## src/rtl/addressable_led_serializer_unit_macros.svh

```systemverilog
// Assertion macros shared by the LED serializer RTL.
// Every macro expects signals named clk and rst_n in the including scope.
`ifndef ADDRESSABLE_LED_SERIALIZER_UNIT_MACROS_SVH
`define ADDRESSABLE_LED_SERIALIZER_UNIT_MACROS_SVH

// The property must hold at every clock edge outside reset.
`define ALS_ASSERT(lbl, prop, msg) \
  lbl: assert property (@(posedge clk) disable iff (!rst_n) (prop)) else $error(msg);

// The expression must never be true outside reset.
`define ALS_ASSERT_NEVER(lbl, expr, msg) \
  lbl: assert property (@(posedge clk) disable iff (!rst_n) !(expr)) else $error(msg);

`endif

```

## src/rtl/als_pkg.sv

```systemverilog
// Shared types, constants and helper functions for the LED serializer.
// No dependencies; the controller, datapath and top RTL files refer to this package by scoped names.
package als_pkg;

  // Pixel store geometry
  localparam int MAX_PIXELS = 256;
  localparam int ADDR_W     = (MAX_PIXELS > 1) ? $clog2(MAX_PIXELS) : 1;
  localparam int CNT_W      = $clog2(MAX_PIXELS + 1);
  localparam int PIX_CNT_W  = 9;
  localparam int LC_W       = (CNT_W > PIX_CNT_W) ? CNT_W : PIX_CNT_W;

  // Item and register widths
  localparam int KIND_W     = 2;
  localparam int IDX_W      = 16;
  localparam int CHAN_W     = 8;
  localparam int PIXEL_W    = 3 * CHAN_W;
  localparam int BIT_POS_W  = 5;
  localparam int TICK_W     = 12;
  localparam int LATCH_W    = 20;
  localparam int CFG_IDX_W  = 3;
  localparam int CFG_DATA_W = 20;

  localparam logic [BIT_POS_W-1:0] LAST_BIT = BIT_POS_W'(PIXEL_W - 1);

  // Item kinds
  localparam logic [KIND_W-1:0] KIND_TICK    = 2'd0;
  localparam logic [KIND_W-1:0] KIND_FILL    = 2'd1;
  localparam logic [KIND_W-1:0] KIND_REFRESH = 2'd2;

  // Register indexes
  localparam logic [CFG_IDX_W-1:0] REG_PIXEL_COUNT = 3'd0;
  localparam logic [CFG_IDX_W-1:0] REG_ZERO_HIGH   = 3'd1;
  localparam logic [CFG_IDX_W-1:0] REG_ZERO_LOW    = 3'd2;
  localparam logic [CFG_IDX_W-1:0] REG_ONE_HIGH    = 3'd3;
  localparam logic [CFG_IDX_W-1:0] REG_ONE_LOW     = 3'd4;
  localparam logic [CFG_IDX_W-1:0] REG_LATCH       = 3'd5;

  // Register reset values
  localparam logic [PIX_CNT_W-1:0] PIXEL_COUNT_RST = 9'd256;
  localparam logic [TICK_W-1:0]    ZERO_HIGH_RST   = 12'd39;
  localparam logic [TICK_W-1:0]    ZERO_LOW_RST    = 12'd85;
  localparam logic [TICK_W-1:0]    ONE_HIGH_RST    = 12'd80;
  localparam logic [TICK_W-1:0]    ONE_LOW_RST     = 12'd46;
  localparam logic [LATCH_W-1:0]   LATCH_RST       = 20'd30000;

  // Waveform phase codes
  localparam logic [1:0] PH_IDLE  = 2'd0;
  localparam logic [1:0] PH_HIGH  = 2'd1;
  localparam logic [1:0] PH_LOW   = 2'd2;
  localparam logic [1:0] PH_LATCH = 2'd3;

  // Controller states
  typedef enum logic [2:0] {
    S_IDLE = 3'b001,
    S_FILL = 3'b010,
    S_LOAD = 3'b100
  } state_t;

  // Controller to datapath
  typedef struct packed {
    logic accept;     // input item taken this cycle
    logic fill_step;  // write one pixel of the fill range
    logic load_px;    // fetched pixel word is valid, start its first bit
  } ctrl_cmd_t;

  // Datapath to controller
  typedef struct packed {
    logic fill_go;    // item is a fill that will be carried out
    logic need_load;  // item needs a pixel fetched from the store
    logic fill_last;  // current fill address is the end of the range
  } dp_sts_t;

  // Pixel count as used: zero acts as one, clamp at the store size
  function automatic logic [LC_W-1:0] live_count(input logic [PIX_CNT_W-1:0] pc);
    logic [LC_W-1:0] n;
    n = LC_W'(pc);
    if (pc == '0) begin
      n = LC_W'(1);
    end else if (n > LC_W'(MAX_PIXELS)) begin
      n = LC_W'(MAX_PIXELS);
    end
    return n;
  endfunction

  // Phase length: zero acts as one
  function automatic logic [LATCH_W-1:0] at_least_one(input logic [LATCH_W-1:0] v);
    return (v == '0) ? LATCH_W'(1) : v;
  endfunction

endpackage

```

## src/rtl/als_ctrl.sv

```systemverilog
// Controller: handshake on both channels and the sequencing of fills and pixel fetches.
// Depends on als_pkg.
module als_ctrl (
  input  logic              clk,
  input  logic              rst_n,
  input  logic              in_valid,
  output logic              in_stall,
  output logic              out_valid,
  input  logic              out_stall,
  input  als_pkg::dp_sts_t  sts,
  output als_pkg::ctrl_cmd_t cmd
);

  als_pkg::state_t state_r, state_nxt;
  logic            out_valid_r, out_valid_nxt;
  logic            accept;

  // Take an item only when idle and the result slot is free or draining
  assign in_stall = (state_r != als_pkg::S_IDLE) || (out_valid_r && out_stall);
  assign accept   = in_valid && !in_stall;

  // Result slot: filled on every accepted item
  always_comb begin
    out_valid_nxt = out_valid_r;
    if (accept) begin
      out_valid_nxt = 1'b1;
    end else if (!out_stall) begin
      out_valid_nxt = 1'b0;
    end
  end

  // Sequencer
  always_comb begin
    state_nxt = state_r;
    unique case (state_r)
      als_pkg::S_IDLE: begin
        if (accept && sts.fill_go) begin
          state_nxt = als_pkg::S_FILL;
        end else if (accept && sts.need_load) begin
          state_nxt = als_pkg::S_LOAD;
        end
      end
      als_pkg::S_FILL: begin
        if (sts.fill_last) begin
          state_nxt = als_pkg::S_IDLE;
        end
      end
      als_pkg::S_LOAD: begin
        state_nxt = als_pkg::S_IDLE;
      end
      default: begin
        state_nxt = als_pkg::S_IDLE;
      end
    endcase
  end

  always_ff @(posedge clk) begin
    if (!rst_n) begin
      state_r     <= als_pkg::S_IDLE;
      out_valid_r <= 1'b0;
    end else begin
      state_r     <= state_nxt;
      out_valid_r <= out_valid_nxt;
    end
  end

  // Commands
  assign cmd.accept    = accept;
  assign cmd.fill_step = (state_r == als_pkg::S_FILL);
  assign cmd.load_px   = (state_r == als_pkg::S_LOAD);
  assign out_valid     = out_valid_r;

endmodule

```

## config.mk

```make
export PLATFORM = sky130hd
export DESIGN_NAME = als_ctrl
export DESIGN_NICKNAME = d
export VERILOG_FILES = /design/src/rtl/addressable_led_serializer_unit_macros.svh /design/src/rtl/als_pkg.sv /design/src/rtl/als_ctrl.sv
export SDC_FILE = /design/constraint.sdc
export NUM_CORES = 1
export LEC_CHECK = 0
export BUFFER_PORTS_ARGS = -buffer_cell sky130_fd_sc_hd__buf_2
export CELL_PAD_IN_SITES_DETAIL_PLACEMENT = 1
export CELL_PAD_IN_SITES_GLOBAL_PLACEMENT = 1
export CORE_AREA = 4 4 41 43
export CTS_CLUSTER_DIAMETER = 30
export CTS_CLUSTER_SIZE = 25
export DETAILED_ROUTE_END_ITERATION = 8
export DIE_AREA = 0 0 45 47
export PLACE_DENSITY_LB_ADDON = 0.2
export SETUP_SLACK_MARGIN = 0.5
export SYNTH_ARGS = -nofsm -noshare
export SYNTH_HDL_FRONTEND = slang
export SYNTH_SLANG_ARGS = --single-unit
```

## constraint.sdc

```tcl
create_clock -name clk -period 1.5 [get_ports clk]
set_clock_uncertainty 0.1 [all_clocks]
set_input_delay 0.45 -clock clk [delete_from_list [all_inputs] [get_ports clk]]
set_output_delay 0.45 -clock clk [all_outputs]
set_load 0.1 [all_outputs]
```

==> summary.md <==
| Metric | Value |
|---|---|
| Outcome | finished, violations left |
| Failing checks | setup timing |
| Switch share | 37.85% |
| Largest net degree at the start of global routing | 6 |
| Layout cell share with drive strength beyond 1 | 75.56% |
| Post-synth cell types | 16 |
| Die area | 2115 um^2 |
| Drt initial violations | 0 |
| Max cap viols | 0 |
| Slew Limit Fails | 0 |
| Synth top area share | 34.59% |
| Fmax achieved | 581.7 MHz |
| End of the worst register-to-register path | state_r[0]$_SDFFE_PN1P_ |
| Vias in the first global route | 295 |
| Remaining antenna violation count after routing | 0 |
| Non-filler cells, final | 60 |
| Worst-path clk slew | roughly 40 ps |
| Setup slack, reg-to-reg | around 290 ps |
| HPWL after detailed placement | between 600 and 700 um |
| Internal cell power | 0.3038 mW |
| CTS Sinks | 4 |
| CP Max Fanout | 2 |
| Peak VDD IR | between 400 and 500 uV |
| Reg2reg path depth | 4 |
| Overall die height | between 40 and 50 um |
| Seq cells post-synth | 4 |
| Post-synth top cells | dfxtp_1, nand2_1, a21boi_1, nor3b_1, o21ai_1 |
| GRT Total Usage | under 10% |
| Row Count | 13 |
| PwrDens | 915.0 nW/um^2 |
| Skew-Pair Late Insertion Delay | ~230 ps |
| Psw | 0.1851 mW |
| DIE WIDTH | 45 um |
| Relative slew slack | roughly 82% |
| Tcrit/Tclk final | 114.6% |
| Main area contributors after synthesis | dfxtp_1, nor3b_4, a21boi_1 |
| Pre-antenna DRT Iters | 1 |
| CTS tree | built |
| Critical Path End Type | primary output |
| Initial antenna violation count | 0 |
| Ports | 12 |
| Largest area contributor in the netlist | dfxtp_1 |
| Req. time, crit path | 950 ps |
| CTS Buffer Depth | 2 |
| First-pass GRT wire length | 1.290 mm |
| Setup crit start kind | flop |
| Critical path type | reg2out |
| Syn Nets | 32 |
| # nets final | 54 |
| Starting Density | between 15 and 20% |
| Worst hold path stage count | 2 |
| Setup Buffers After CTS | 0 |
| Combinational share of power | between 40% and 50% |
| Total congestion overflow | 0 |
| Post-Synthesis Cells | 25 |
| Final Wtd Congestion | 0.8119 |
| Vias per inst | 4.333 |
| Fin worst setup slack | -219.0 ps |
| WL final | 696 um |
| Via Count | 260 |
| Crit Reg-Reg Startpoint | state_r[0]$_SDFFE_PN1P_ |
| CTS Buf Count | 3 |
| Clock network fraction of total power | 26.2% |
| Placed instance count | 57 |
| Yosys warns | 0 |
| Leakage Power | 0.2147 nW |
| Hold EP | out_valid$_SDFFE_PN0P_ |
| Seq pwr share | 25.0% |
| Hold WS | a little over 400 ps |
| Fillers | about 150 |
| Ys async rst share | 0% |
| Hold Buf Count CTS | 0 |
| Final-report hold violation count | 0 |
| Hold crit path type | in2reg |
| Mean Syn Cell Area | 9.259 um^2 |
| Cell Area, Synth | around 230 um^2 |
| WP data arrival | 1170 ps |
| Register area share after synthesis | around a third |
| Drt wl/cell | 11.60 um |
| IO buf count | 11 |
| DRC errors left | 0 |
| H-tree depth | 1 |
| EDFF count, synth | 0 |
| Worst slew pin tran | approximately 270 ps |
| Final number of setup-violating endpoints | 4 |
| Post-route minimum period | approximately 1700 ps |
| RSZ-0062 raised after global routing | true |
| Area of the core | 1301 um^2 |
| Area delta synth->final | 130.8% |
| Primary FF master, synth | dfxtp_1 |
| Ant diodes | 0 |
| Root Buffer | clkbuf_4 |
| Worst Min Path Start | rst_n |
-- critical path, stage by stage (launching register included) --
cell and delay [ps]:
dfxtp_4 340, nor3b_4 200, and3_4 230, buf_12 170
-- sequential cells by signal, summed over array words and instances, names as in the netlist --
name	flops
out_valid	1
state_r	3
-- worst max path at each step --
stage / start / end / slack (ps) / cells after the start
3_5_place_dp: out_stall / cmd[2] / -40 / 4
2_1_floorplan: state_r[2]$_SDFFE_PN0P_ / cmd[0] / -280 / 1
4_1_cts: state_r[2]$_SDFFE_PN0P_ / in_stall / -250 / 4
6_report: state_r[2]$_SDFFE_PN0P_ / cmd[2] / -220 / 3
5_1_grt: state_r[2]$_SDFFE_PN0P_ / in_stall / -280 / 4
3_3_place_gp: out_stall / cmd[2] / -30 / 4
-- area by class of cell --
class	count	area (um^2)	share of cell area (%)
clock buffers	3	22.52	4.215
inverters	1	3.754	0.7026
multi-input cells	19	203.9	38.17
flip-flops and latches	4	95.09	17.80
well taps	15	18.77	3.513
repair buffers	18	190.2	35.60
-- cell usage in the layout (no fill, tap or decap) --
master | synthesis | layout
nand4_1 | 1 | 1
and3_4 | 0 | 1
buf_6 | 0 | 2
buf_2 | 0 | 6
nand2_8 | 0 | 1
buf_4 | 1 | 5
clkbuf_4 | 0 | 3
a32oi_1 | 1 | 1
o21ai_1 | 2 | 2
o31a_1 | 1 | 1
and4b_1 | 1 | 1
nand2_4 | 0 | 1
nor3b_4 | 1 | 3
buf_12 | 0 | 5
a21boi_1 | 2 | 2
inv_2 | 0 | 1
nor4b_4 | 0 | 1
a21oi_2 | 0 | 1
nand2_1 | 4 | 2
dfxtp_4 | 0 | 4
and2_1 | 1 | 1
-- power by group through the flow --
| stage | Sequential (mW) | Combinational (mW) | Clock [mW] |
|---|---|---|---|
| global route | 0.123 | 0.249 | 0.153 |
| detailed placement | 0.123 | 0.235 | 0 |
| CTS | 0.122 | 0.241 | 0.137 |
| global placement | 0.123 | 0.232 | 0 |
| floorplan | 0.146 | 0.131 | 0 |
| finish | 0.122 | 0.238 | 0.128 |
-- repair_timing --
item	in CTS	in global routing
resized for setup	3	2
setup endpoints to repair	9	9
cloned	0	0
hold endpoints to repair	0	0
pin swaps	5	0
-- routing by layer --
layer  track usage, %  part of all wire (%)  up-vias
met5                0                     0        -
met4            7.018                     0        0
met3            3.831                   6.3        0
met2            14.69                    54        6
met1            8.409                    39      120
li1                 -                     -      134
-- logic make-up after synthesis --
family | share of synthesized area, %
AO/OA/AOI/OAI | 20.54
buffers and inverters | 4.865
flip-flops | 34.60
AND/OR/NAND/NOR | 40.00
-- through the flow --
stage | instance area (um^2) | utilization, % | power (mW) | TNS (ps) | setup slack (ps)
finish | 534.3 | 41.06 | 0.4889 | -821.2 | -219.0
global route | 534.3 | 41.06 | 0.5253 | -1058 | -281.8
CTS | 530.5 | 40.77 | 0.4998 | -912.8 | -245.3
detailed placement | 491.7 | 37.79 | 0.3582 | -71.47 | -40.67
global placement | 491.7 | 37.79 | 0.3549 | -57.30 | -34.11
floorplan | 310.3 | - | 0.2770 | -741.7 | -276.6
(Power assumes the default switching activity.)
